## config.mk

```make
export PLATFORM = sky130hd
export DESIGN_NAME = timed_release_ring_queue
export DESIGN_NICKNAME = d
export VERILOG_FILES = /design/src/hdl/trrq_pkg.sv /design/src/hdl/trrq_ram.sv /design/src/hdl/timed_release_ring_queue.sv
export SDC_FILE = /design/constraint.sdc
export NUM_CORES = 2
export LEC_CHECK = 0
export ABC_AREA = 0
export BUFFER_PORTS_ARGS = -buffer_cell sky130_fd_sc_hd__buf_2
export CAP_MARGIN = 20
export CORE_MARGIN = 4
export CORE_UTILIZATION = 35
export DETAILED_ROUTE_END_ITERATION = 6
export PLACE_DENSITY_LB_ADDON = 0.05
export SLEW_MARGIN = 10
export SYNTH_ARGS = -nofsm -noshare
export SYNTH_HDL_FRONTEND = slang
export SYNTH_SLANG_ARGS = --single-unit
```

## constraint.sdc

```tcl
create_clock -name clk -period 16.35 [get_ports clk]
set_input_delay 1.635 -clock clk [delete_from_list [all_inputs] [get_ports clk]]
set_output_delay 1.635 -clock clk [all_outputs]
set_load 0.02 [all_outputs]
```

## src/hdl/trrq_pkg.sv

```systemverilog
`timescale 1ns / 1ps

package trrq_pkg;

    localparam int DEPTH       = 32;
    localparam int MAX_PAYLOAD = 4096;
    localparam int IDX_W       = $clog2(DEPTH);
    localparam int CNT_W       = $clog2(DEPTH + 1);
    localparam int HANDLE_W    = 16;
    localparam int REF_W       = 32;
    localparam int SIZE_W      = 13;
    localparam int DELAY_W     = 32;
    localparam int TIME_W      = 48;

    typedef enum logic [1:0] {
        REQ_PUSH    = 2'd0,
        REQ_PROCESS = 2'd1,
        REQ_CLEAR   = 2'd2
    } req_t;

    typedef enum logic [2:0] {
        STAT_QUEUED    = 3'd0,
        STAT_FULL      = 3'd1,
        STAT_NULL      = 3'd2,
        STAT_OVERSIZE  = 3'd3,
        STAT_RELEASED  = 3'd4,
        STAT_NONE_DUE  = 3'd5,
        STAT_CLEARED   = 3'd6
    } status_t;

    typedef enum logic [3:0] {
        S_IDLE,
        S_PUSH,
        S_CLEAR,
        S_SCAN_RD,
        S_SCAN_CHK,
        S_COMPACT,
        S_PLACE,
        S_FINISH,
        S_EMIT
    } state_t;

    typedef struct packed {
        logic [TIME_W-1:0]   due;
        logic [SIZE_W-1:0]   size;
        logic [REF_W-1:0]    payload_ref;
        logic [HANDLE_W-1:0] handle;
    } slot_t;

    typedef struct packed {
        status_t             status;
        logic [HANDLE_W-1:0] handle;
        logic [REF_W-1:0]    payload_ref;
        logic [SIZE_W-1:0]   size;
        logic [CNT_W-1:0]    pending;
        logic                last;
    } res_t;

    function automatic logic [IDX_W-1:0] ring_next(input logic [IDX_W-1:0] i);
        logic [IDX_W-1:0] r;
        if (i == IDX_W'(DEPTH - 1))
        begin
            r = '0;
        end
        else
        begin
            r = i + IDX_W'(1);
        end
        return r;
    endfunction

endpackage

```

## src/hdl/trrq_ram.sv

```systemverilog
`timescale 1ns / 1ps

module trrq_ram #(
    parameter int WIDTH = 8,
    parameter int DEPTH = 32
) (
    input  logic                     clk,
    input  logic                     we,
    input  logic [$clog2(DEPTH)-1:0] waddr,
    input  logic [WIDTH-1:0]         wdata,
    input  logic [$clog2(DEPTH)-1:0] raddr,
    output logic [WIDTH-1:0]         rdata
);

    logic [WIDTH-1:0] mem [DEPTH];

    always_ff @(posedge clk)
    begin
        if (we)
        begin
            mem[waddr] <= wdata;
        end
        rdata <= mem[raddr];
    end

endmodule

```

## src/hdl/timed_release_ring_queue.sv

```systemverilog
`timescale 1ns / 1ps
// A push or a clear gives a single result, and a new request is taken only once it is sent
// on. A process request skips each scanned slot that is empty and reads and checks each
// occupied one; the head passes over slots freed by a release, and each release is held
// back until the next one or the end of the scan, whose result is marked as the last.
// Ready is low until the last result is registered, and a stalled output holds the block
// waiting to emit. Reset clears the valid bits, head, tail and count, not the slot memory.
module timed_release_ring_queue
    import trrq_pkg::*;
(
    input  logic         clk,
    input  logic         rst_n,
    input  logic         s_axis_tvalid,
    output logic         s_axis_tready,
    // callback_handle[15:0], payload_ref[47:16], payload_size[60:48],
    // release_delay[92:61], now_ms[140:93], zero[143:141]
    input  logic [143:0] s_axis_tdata,
    // req_type[1:0]
    input  logic [1:0]   s_axis_tuser,
    output logic         m_axis_tvalid,
    input  logic         m_axis_tready,
    // out_handle[15:0], out_payload_ref[47:16], out_payload_size[60:48],
    // pending_count[66:61], zero[71:67]
    output logic [71:0]  m_axis_tdata,
    // status[2:0]
    output logic [2:0]   m_axis_tuser,
    output logic         m_axis_tlast
);

    state_t state_reg, state_next;

    logic [HANDLE_W-1:0] handle_reg, handle_next;
    logic [REF_W-1:0]    ref_reg, ref_next;
    logic [SIZE_W-1:0]   size_reg, size_next;
    logic [DELAY_W-1:0]  delay_reg, delay_next;
    logic [TIME_W-1:0]   now_reg, now_next;

    logic [IDX_W-1:0]    head_reg, head_next;
    logic [IDX_W-1:0]    tail_reg, tail_next;
    logic [CNT_W-1:0]    count_reg, count_next;
    logic [DEPTH-1:0]    valid_reg, valid_next;

    logic [IDX_W-1:0]    idx_reg, idx_next;
    logic [CNT_W-1:0]    k_reg, k_next;
    logic [CNT_W-1:0]    to_check_reg, to_check_next;

    slot_t               cand_reg, cand_next;
    res_t                held_reg, held_next;
    logic                held_vld_reg, held_vld_next;
    res_t                res_reg, res_next;
    logic                ret_scan_reg, ret_scan_next;
    res_t                out_reg, out_next;
    logic                out_vld_reg, out_vld_next;

    logic                ram_we;
    slot_t               ram_wdata;
    slot_t               ram_rdata;

    logic                out_free;
    logic                scan_done;
    logic                is_due;
    logic                head_empty;
    logic [TIME_W:0]     due_sum;
    logic [TIME_W-1:0]   due_val;
    status_t             push_status;

    trrq_ram #(
        .WIDTH ($bits(slot_t)),
        .DEPTH (DEPTH)
    ) u_slots (
        .clk   (clk),
        .we    (ram_we),
        .waddr (tail_reg),
        .wdata (ram_wdata),
        .raddr (idx_reg),
        .rdata (ram_rdata)
    );

    assign out_free   = !out_vld_reg || m_axis_tready;
    assign scan_done  = (k_reg == to_check_reg);
    assign is_due     = (ram_rdata.due == '0) || (ram_rdata.due <= now_reg);
    assign head_empty = (count_reg != '0) && !valid_reg[head_reg];

    assign due_sum = {1'b0, now_reg} + {{(TIME_W + 1 - DELAY_W){1'b0}}, delay_reg};

    always_comb
    begin
        if (delay_reg == '0)
        begin
            due_val = '0;
        end
        else if (due_sum[TIME_W])
        begin
            due_val = '1;
        end
        else
        begin
            due_val = due_sum[TIME_W-1:0];
        end
    end

    always_comb
    begin
        if (handle_reg == '0)
        begin
            push_status = STAT_NULL;
        end
        else if (size_reg > SIZE_W'(MAX_PAYLOAD))
        begin
            push_status = STAT_OVERSIZE;
        end
        else if (count_reg >= CNT_W'(DEPTH))
        begin
            push_status = STAT_FULL;
        end
        else
        begin
            push_status = STAT_QUEUED;
        end
    end

    assign ram_we    = (state_reg == S_PUSH) && (push_status == STAT_QUEUED);
    assign ram_wdata = '{due: due_val, size: size_reg, payload_ref: ref_reg,
                         handle: handle_reg};

    always_comb
    begin
        state_next = state_reg;
        unique case (state_reg)
            S_IDLE:
            begin
                if (s_axis_tvalid)
                begin
                    unique case (req_t'(s_axis_tuser))
                        REQ_PUSH:    state_next = S_PUSH;
                        REQ_PROCESS: state_next = S_SCAN_RD;
                        REQ_CLEAR:   state_next = S_CLEAR;
                        default:     state_next = S_IDLE;
                    endcase
                end
            end
            S_PUSH:  state_next = S_EMIT;
            S_CLEAR: state_next = S_EMIT;
            S_SCAN_RD:
            begin
                if (scan_done)
                begin
                    state_next = S_FINISH;
                end
                else if (valid_reg[idx_reg])
                begin
                    state_next = S_SCAN_CHK;
                end
            end
            S_SCAN_CHK: state_next = is_due ? S_COMPACT : S_SCAN_RD;
            S_COMPACT:
            begin
                if (!head_empty)
                begin
                    state_next = S_PLACE;
                end
            end
            S_PLACE:  state_next = held_vld_reg ? S_EMIT : S_SCAN_RD;
            S_FINISH: state_next = S_EMIT;
            S_EMIT:
            begin
                if (out_free)
                begin
                    state_next = ret_scan_reg ? S_SCAN_RD : S_IDLE;
                end
            end
            default: state_next = S_IDLE;
        endcase
    end

    always_comb
    begin
        handle_next   = handle_reg;
        ref_next      = ref_reg;
        size_next     = size_reg;
        delay_next    = delay_reg;
        now_next      = now_reg;
        head_next     = head_reg;
        tail_next     = tail_reg;
        count_next    = count_reg;
        valid_next    = valid_reg;
        idx_next      = idx_reg;
        k_next        = k_reg;
        to_check_next = to_check_reg;
        cand_next     = cand_reg;
        held_next     = held_reg;
        held_vld_next = held_vld_reg;
        res_next      = res_reg;
        ret_scan_next = ret_scan_reg;
        out_next      = out_reg;
        out_vld_next  = out_vld_reg && !m_axis_tready;

        unique case (state_reg)
            S_IDLE:
            begin
                if (s_axis_tvalid)
                begin
                    handle_next   = s_axis_tdata[15:0];
                    ref_next      = s_axis_tdata[47:16];
                    size_next     = s_axis_tdata[60:48];
                    delay_next    = s_axis_tdata[92:61];
                    now_next      = s_axis_tdata[140:93];
                    k_next        = '0;
                    to_check_next = count_reg;
                    idx_next      = head_reg;
                    held_vld_next = 1'b0;
                end
            end
            S_PUSH:
            begin
                if (push_status == STAT_QUEUED)
                begin
                    valid_next[tail_reg] = 1'b1;
                    tail_next            = ring_next(tail_reg);
                    count_next           = count_reg + CNT_W'(1);
                end
                res_next = '{status: push_status, handle: '0, payload_ref: '0, size: '0,
                             pending: count_next, last: 1'b1};
                ret_scan_next = 1'b0;
            end
            S_CLEAR:
            begin
                valid_next    = '0;
                head_next     = '0;
                tail_next     = '0;
                count_next    = '0;
                res_next      = '{status: STAT_CLEARED, handle: '0, payload_ref: '0,
                                  size: '0, pending: '0, last: 1'b1};
                ret_scan_next = 1'b0;
            end
            S_SCAN_RD:
            begin
                if (!scan_done && !valid_reg[idx_reg])
                begin
                    k_next   = k_reg + CNT_W'(1);
                    idx_next = ring_next(idx_reg);
                end
            end
            S_SCAN_CHK:
            begin
                k_next   = k_reg + CNT_W'(1);
                idx_next = ring_next(idx_reg);
                if (is_due)
                begin
                    valid_next[idx_reg] = 1'b0;
                    cand_next           = ram_rdata;
                end
            end
            S_COMPACT:
            begin
                if (head_empty)
                begin
                    head_next  = ring_next(head_reg);
                    count_next = count_reg - CNT_W'(1);
                end
            end
            S_PLACE:
            begin
                held_next = '{status: STAT_RELEASED, handle: cand_reg.handle,
                              payload_ref: cand_reg.payload_ref, size: cand_reg.size,
                              pending: count_reg, last: 1'b0};
                held_vld_next = 1'b1;
                if (held_vld_reg)
                begin
                    res_next      = held_reg;
                    ret_scan_next = 1'b1;
                end
            end
            S_FINISH:
            begin
                if (held_vld_reg)
                begin
                    res_next      = held_reg;
                    res_next.last = 1'b1;
                end
                else
                begin
                    res_next = '{status: STAT_NONE_DUE, handle: '0, payload_ref: '0,
                                 size: '0, pending: count_reg, last: 1'b1};
                end
                ret_scan_next = 1'b0;
            end
            S_EMIT:
            begin
                if (out_free)
                begin
                    out_next     = res_reg;
                    out_vld_next = 1'b1;
                end
            end
            default:
            begin
                ret_scan_next = 1'b0;
            end
        endcase
    end

    always_ff @(posedge clk or negedge rst_n)
    begin
        if (!rst_n)
        begin
            state_reg    <= S_IDLE;
            head_reg     <= '0;
            tail_reg     <= '0;
            count_reg    <= '0;
            valid_reg    <= '0;
            idx_reg      <= '0;
            k_reg        <= '0;
            to_check_reg <= '0;
            held_vld_reg <= 1'b0;
            ret_scan_reg <= 1'b0;
            out_vld_reg  <= 1'b0;
        end
        else
        begin
            state_reg    <= state_next;
            head_reg     <= head_next;
            tail_reg     <= tail_next;
            count_reg    <= count_next;
            valid_reg    <= valid_next;
            idx_reg      <= idx_next;
            k_reg        <= k_next;
            to_check_reg <= to_check_next;
            held_vld_reg <= held_vld_next;
            ret_scan_reg <= ret_scan_next;
            out_vld_reg  <= out_vld_next;
        end
    end

    always_ff @(posedge clk)
    begin
        handle_reg <= handle_next;
        ref_reg    <= ref_next;
        size_reg   <= size_next;
        delay_reg  <= delay_next;
        now_reg    <= now_next;
        cand_reg   <= cand_next;
        held_reg   <= held_next;
        res_reg    <= res_next;
        out_reg    <= out_next;
    end

    assign s_axis_tready = (state_reg == S_IDLE);
    assign m_axis_tvalid = out_vld_reg;
    assign m_axis_tdata  = {5'b0, out_reg.pending, out_reg.size, out_reg.payload_ref,
                            out_reg.handle};
    assign m_axis_tuser  = out_reg.status;
    assign m_axis_tlast  = out_reg.last;

endmodule
```

==> results.cfg <==
[synth]
synth_compound_area_share_pct = 3.383
ys_seq_area_share_pct = 78.74
post_synth.cell_area_avg_um2 = 22.24
synthesis.instances = 6913
syn_area_um2 = 153800
synthDominantAreaCellType = sky130_fd_sc_hd__edfxtp_1
yosys_warning_count = 0
synth_top_flop_cell = sky130_fd_sc_hd__edfxtp_1
yosys-mux-area-fraction_pct = 14.09
post_synth_fa_ha_maj_area_fraction_pct = 0.8187
async_reset_ff_share_pct = 1.765
synth_top_family_by_area = multiplexers
synth-edff-count = 3899
synth-seq-cells = 4080
yosys.area_share.simple_pct = 1.632
post_synth_xor_area_fraction_pct = 0.2563
yosys.cell_types.count = 72
synthTopCellsByArea = sky130_fd_sc_hd__edfxtp_1 76%, sky130_fd_sc_hd__mux4_2 13%, sky130_fd_sc_hd__dfxtp_1 1.4%, sky130_fd_sc_hd__dfrtp_1 1.2%, sky130_fd_sc_hd__mux2i_1 1.1%
synthMostInstantiatedCell = sky130_fd_sc_hd__edfxtp_1
post_synth_most_frequent_cells = 3899 x sky130_fd_sc_hd__edfxtp_1, 890 x sky130_fd_sc_hd__mux4_2, 190 x sky130_fd_sc_hd__clkbuf_1, 162 x sky130_fd_sc_hd__mux2i_1, 135 x sky130_fd_sc_hd__a21oi_1
synth_largest_type_area_fraction_pct = 76.15

[cells_and_area]
nFillCells = 38570
final_nets = 7759
largest_register_ffs = 3488
stdcell_area_um2 = 178900
area_growth_syn_to_layout_pct = 16.35
layout.cells.non_filler = 13670
drive_gt1_share_pct = 27.38

[timing]
timing.final.crit_period_ns = 7.776
final_hold_viol_count = 0
fin_crit_sh_pct = 47.56
timing.setup.tns_ns = 0
timing.slew.headroom_pct = -7.440
report.final.slew_viol_count = 22
worst-slew-pin-transition_ns = 1.612
achievable-frequency_mhz = 128.6
report.final.setup_viol = 0
rsz0062_at_grt = no
fin_skew_ns = 0.06204

[outcome]
failing_checks = max-slew violations
run_status = complete, but fails checks

[cts]
post_cts_resized = 0
cts_sinks = 4080
cts-root-buf = sky130_fd_sc_hd__clkbuf_16
htreeDepth = 5
cts_hold_buffers = 0
cts.path.max_buffers = 4
cts_tree = done
clkSlewWorstSetupHoldPaths_ns = 0.06
tritoncts.num_buffers = 454
worstSkewPairLatency_ns = 0.99
cts_post_setup_buffers_inserted = 0

[global_route]
grt_use_total_pct = 20.26
antenna_violations_before_repair = 27
grt_pass1_wl_um = 641700
first_global_vias = 77910
grt_max_degree = 117
overflow = 0

[place]
gp_congestion = 0.7920
port_buffers = 219
placed_wire_length_estimate_after_detailed_placement_um = 245300
post-place-cells = 12800
postPlaceCellArea_um2 = 163600

[route]
ant_nets = 0
drc = 0
route.final.wire_length_um = 464500
via_count = 74920
drtPass1Iterations = 6
post_drt_wl_per_cell_um = 33.99
routed_via_density = 5.482
initialDrtViolationCount = 6690

[critical_path]
worst-r2r-cell-count = 9
cp_capture_type = register
worst_ep_arrival_time_ns = 8.34
required_ns = 16.92
criticalPathCategory = register to register
critical_path.max_fanout = 41
crit_path_launch_type = register

[min_path]
worstHoldPathCells = 0
timing.hold.worst.class = register to register

[floorplan]
die-area_um2 = 450000
floorplan.io_pins = 228
core_um2 = 437800
start_util_pct = 35.12
die_height_um = 670.8
fp.dieW_um = 670.8
fp-row-count = 243

[power]
power_density_nw_per_um2 = 170.3
leakagePower_nw = 57.91
worst_ir_drop_vdd_mv = 0.1164

[job]
max_cap_viols = 0
[per-layer routing]
metal  vias up  wire length (µm)  track usage (%)
met5         -                 0                0
met4         0              8660            4.002
met2      2006            224400            33.26
met3       552             20170            2.199
li1      30600                 -                -
met1     41760            211300            29.42
[area by class of cell]
| cell class | instances | area [µm²] | share of cell area [%] |
|---|---|---|---|
| Antenna cell | 6 | 15.01 | 0.008393 |
| Timing Repair Buffer | 483 | 3600 | 2.012 |
| Inverter | 77 | 304.0 | 0.1700 |
| Tap cell | 5757 | 7203 | 4.027 |
| Multi-Input combinational cell | 2413 | 31740 | 17.74 |
| Clock inverter | 241 | 2509 | 1.402 |
| Sequential cell | 4080 | 121100 | 67.68 |
| Clock buffer | 610 | 12440 | 6.956 |
[critical path, stage by stage (launching register included)]
cell,delay (ns)
sky130_fd_sc_hd__edfxtp_1,0.81
sky130_fd_sc_hd__nor4_1,0.82
sky130_fd_sc_hd__a31oi_2,0.62
sky130_fd_sc_hd__nor3_1,0.61
sky130_fd_sc_hd__and3_1,0.67
sky130_fd_sc_hd__nand2_1,0.42
sky130_fd_sc_hd__nor2_4,0.78
sky130_fd_sc_hd__buf_4,0.91
sky130_fd_sc_hd__buf_4,0.66
sky130_fd_sc_hd__buf_4,0.82
[cells by family after synthesis]
family | Yosys count
AOI/OAI and AO/OA | 719
xor gates and xnor gates | 45
adders and majority gates | 100
buffers and inverters | 424
DFF | 4080
muxes | 1052
other | 1
and+or+nand+nor | 492
[where the power goes]
group,switching (mW),leakage (nW),internal [mW],total [mW]
Combinational,3.87,13.5,2.69,6.55
Clock,4.20,7.33,5.97,10.2
Sequential,0.577,37.1,13.2,13.7
Total,8.64,57.9,21.8,30.5
[cell usage in the layout, fill, tap and decap left out, drive strengths merged, types with 10 or more instances in the layout]
cell    instances
nand4          45
inv            84
nand2          97
a221o          26
a22oi          86
ha             99
edfxtp       3899
a221oi         88
mux4          890
a21o           38
o22ai          11
xnor2          23
clkbuf        612
and3           11
a21oi         136
xor2           22
a211oi         12
o31ai          10
clkinv        185
and2           65
o21ai         110
a22o           84
dfxtp         109
or3            13
nor4           34
bufinv         40
dfrtp          72
mux2i         162
nor3           27
a31oi          10
nor2          125
nand3          22
o221ai         63
buf           481
[per-stage QoR]
stage	hold WS [ns]	power (mW)	setup slack, ns	util (%)
floorplan	0.3855	18.15	3.344	-
global placement	0.3875	20.47	8.597	37.34
detailed placement	0.3906	20.65	8.486	37.38
CTS	0.3575	30.92	8.446	40.79
global route	0.3667	31.85	8.202	40.86
finish	0.3747	30.46	8.574	40.86
[path summary, 6_finish.rpt]
path	from	endpoint	slack, ns
setup / recovery	size_reg[4]	u_slots.mem[27][72]	8.57
setup reg to reg	size_reg[4]	u_slots.mem[27][72]	8.57
max in group asynchronous	rst_n	idx_reg[1]	15.24
hold / removal	u_slots.rdata[13]	cand_reg[13]	0.37
min in group asynchronous	rst_n	count_reg[3]	0.52
hold reg to reg	u_slots.rdata[13]	cand_reg[13]	0.37
No activity file was read; power rests on OpenSTA's default activity.
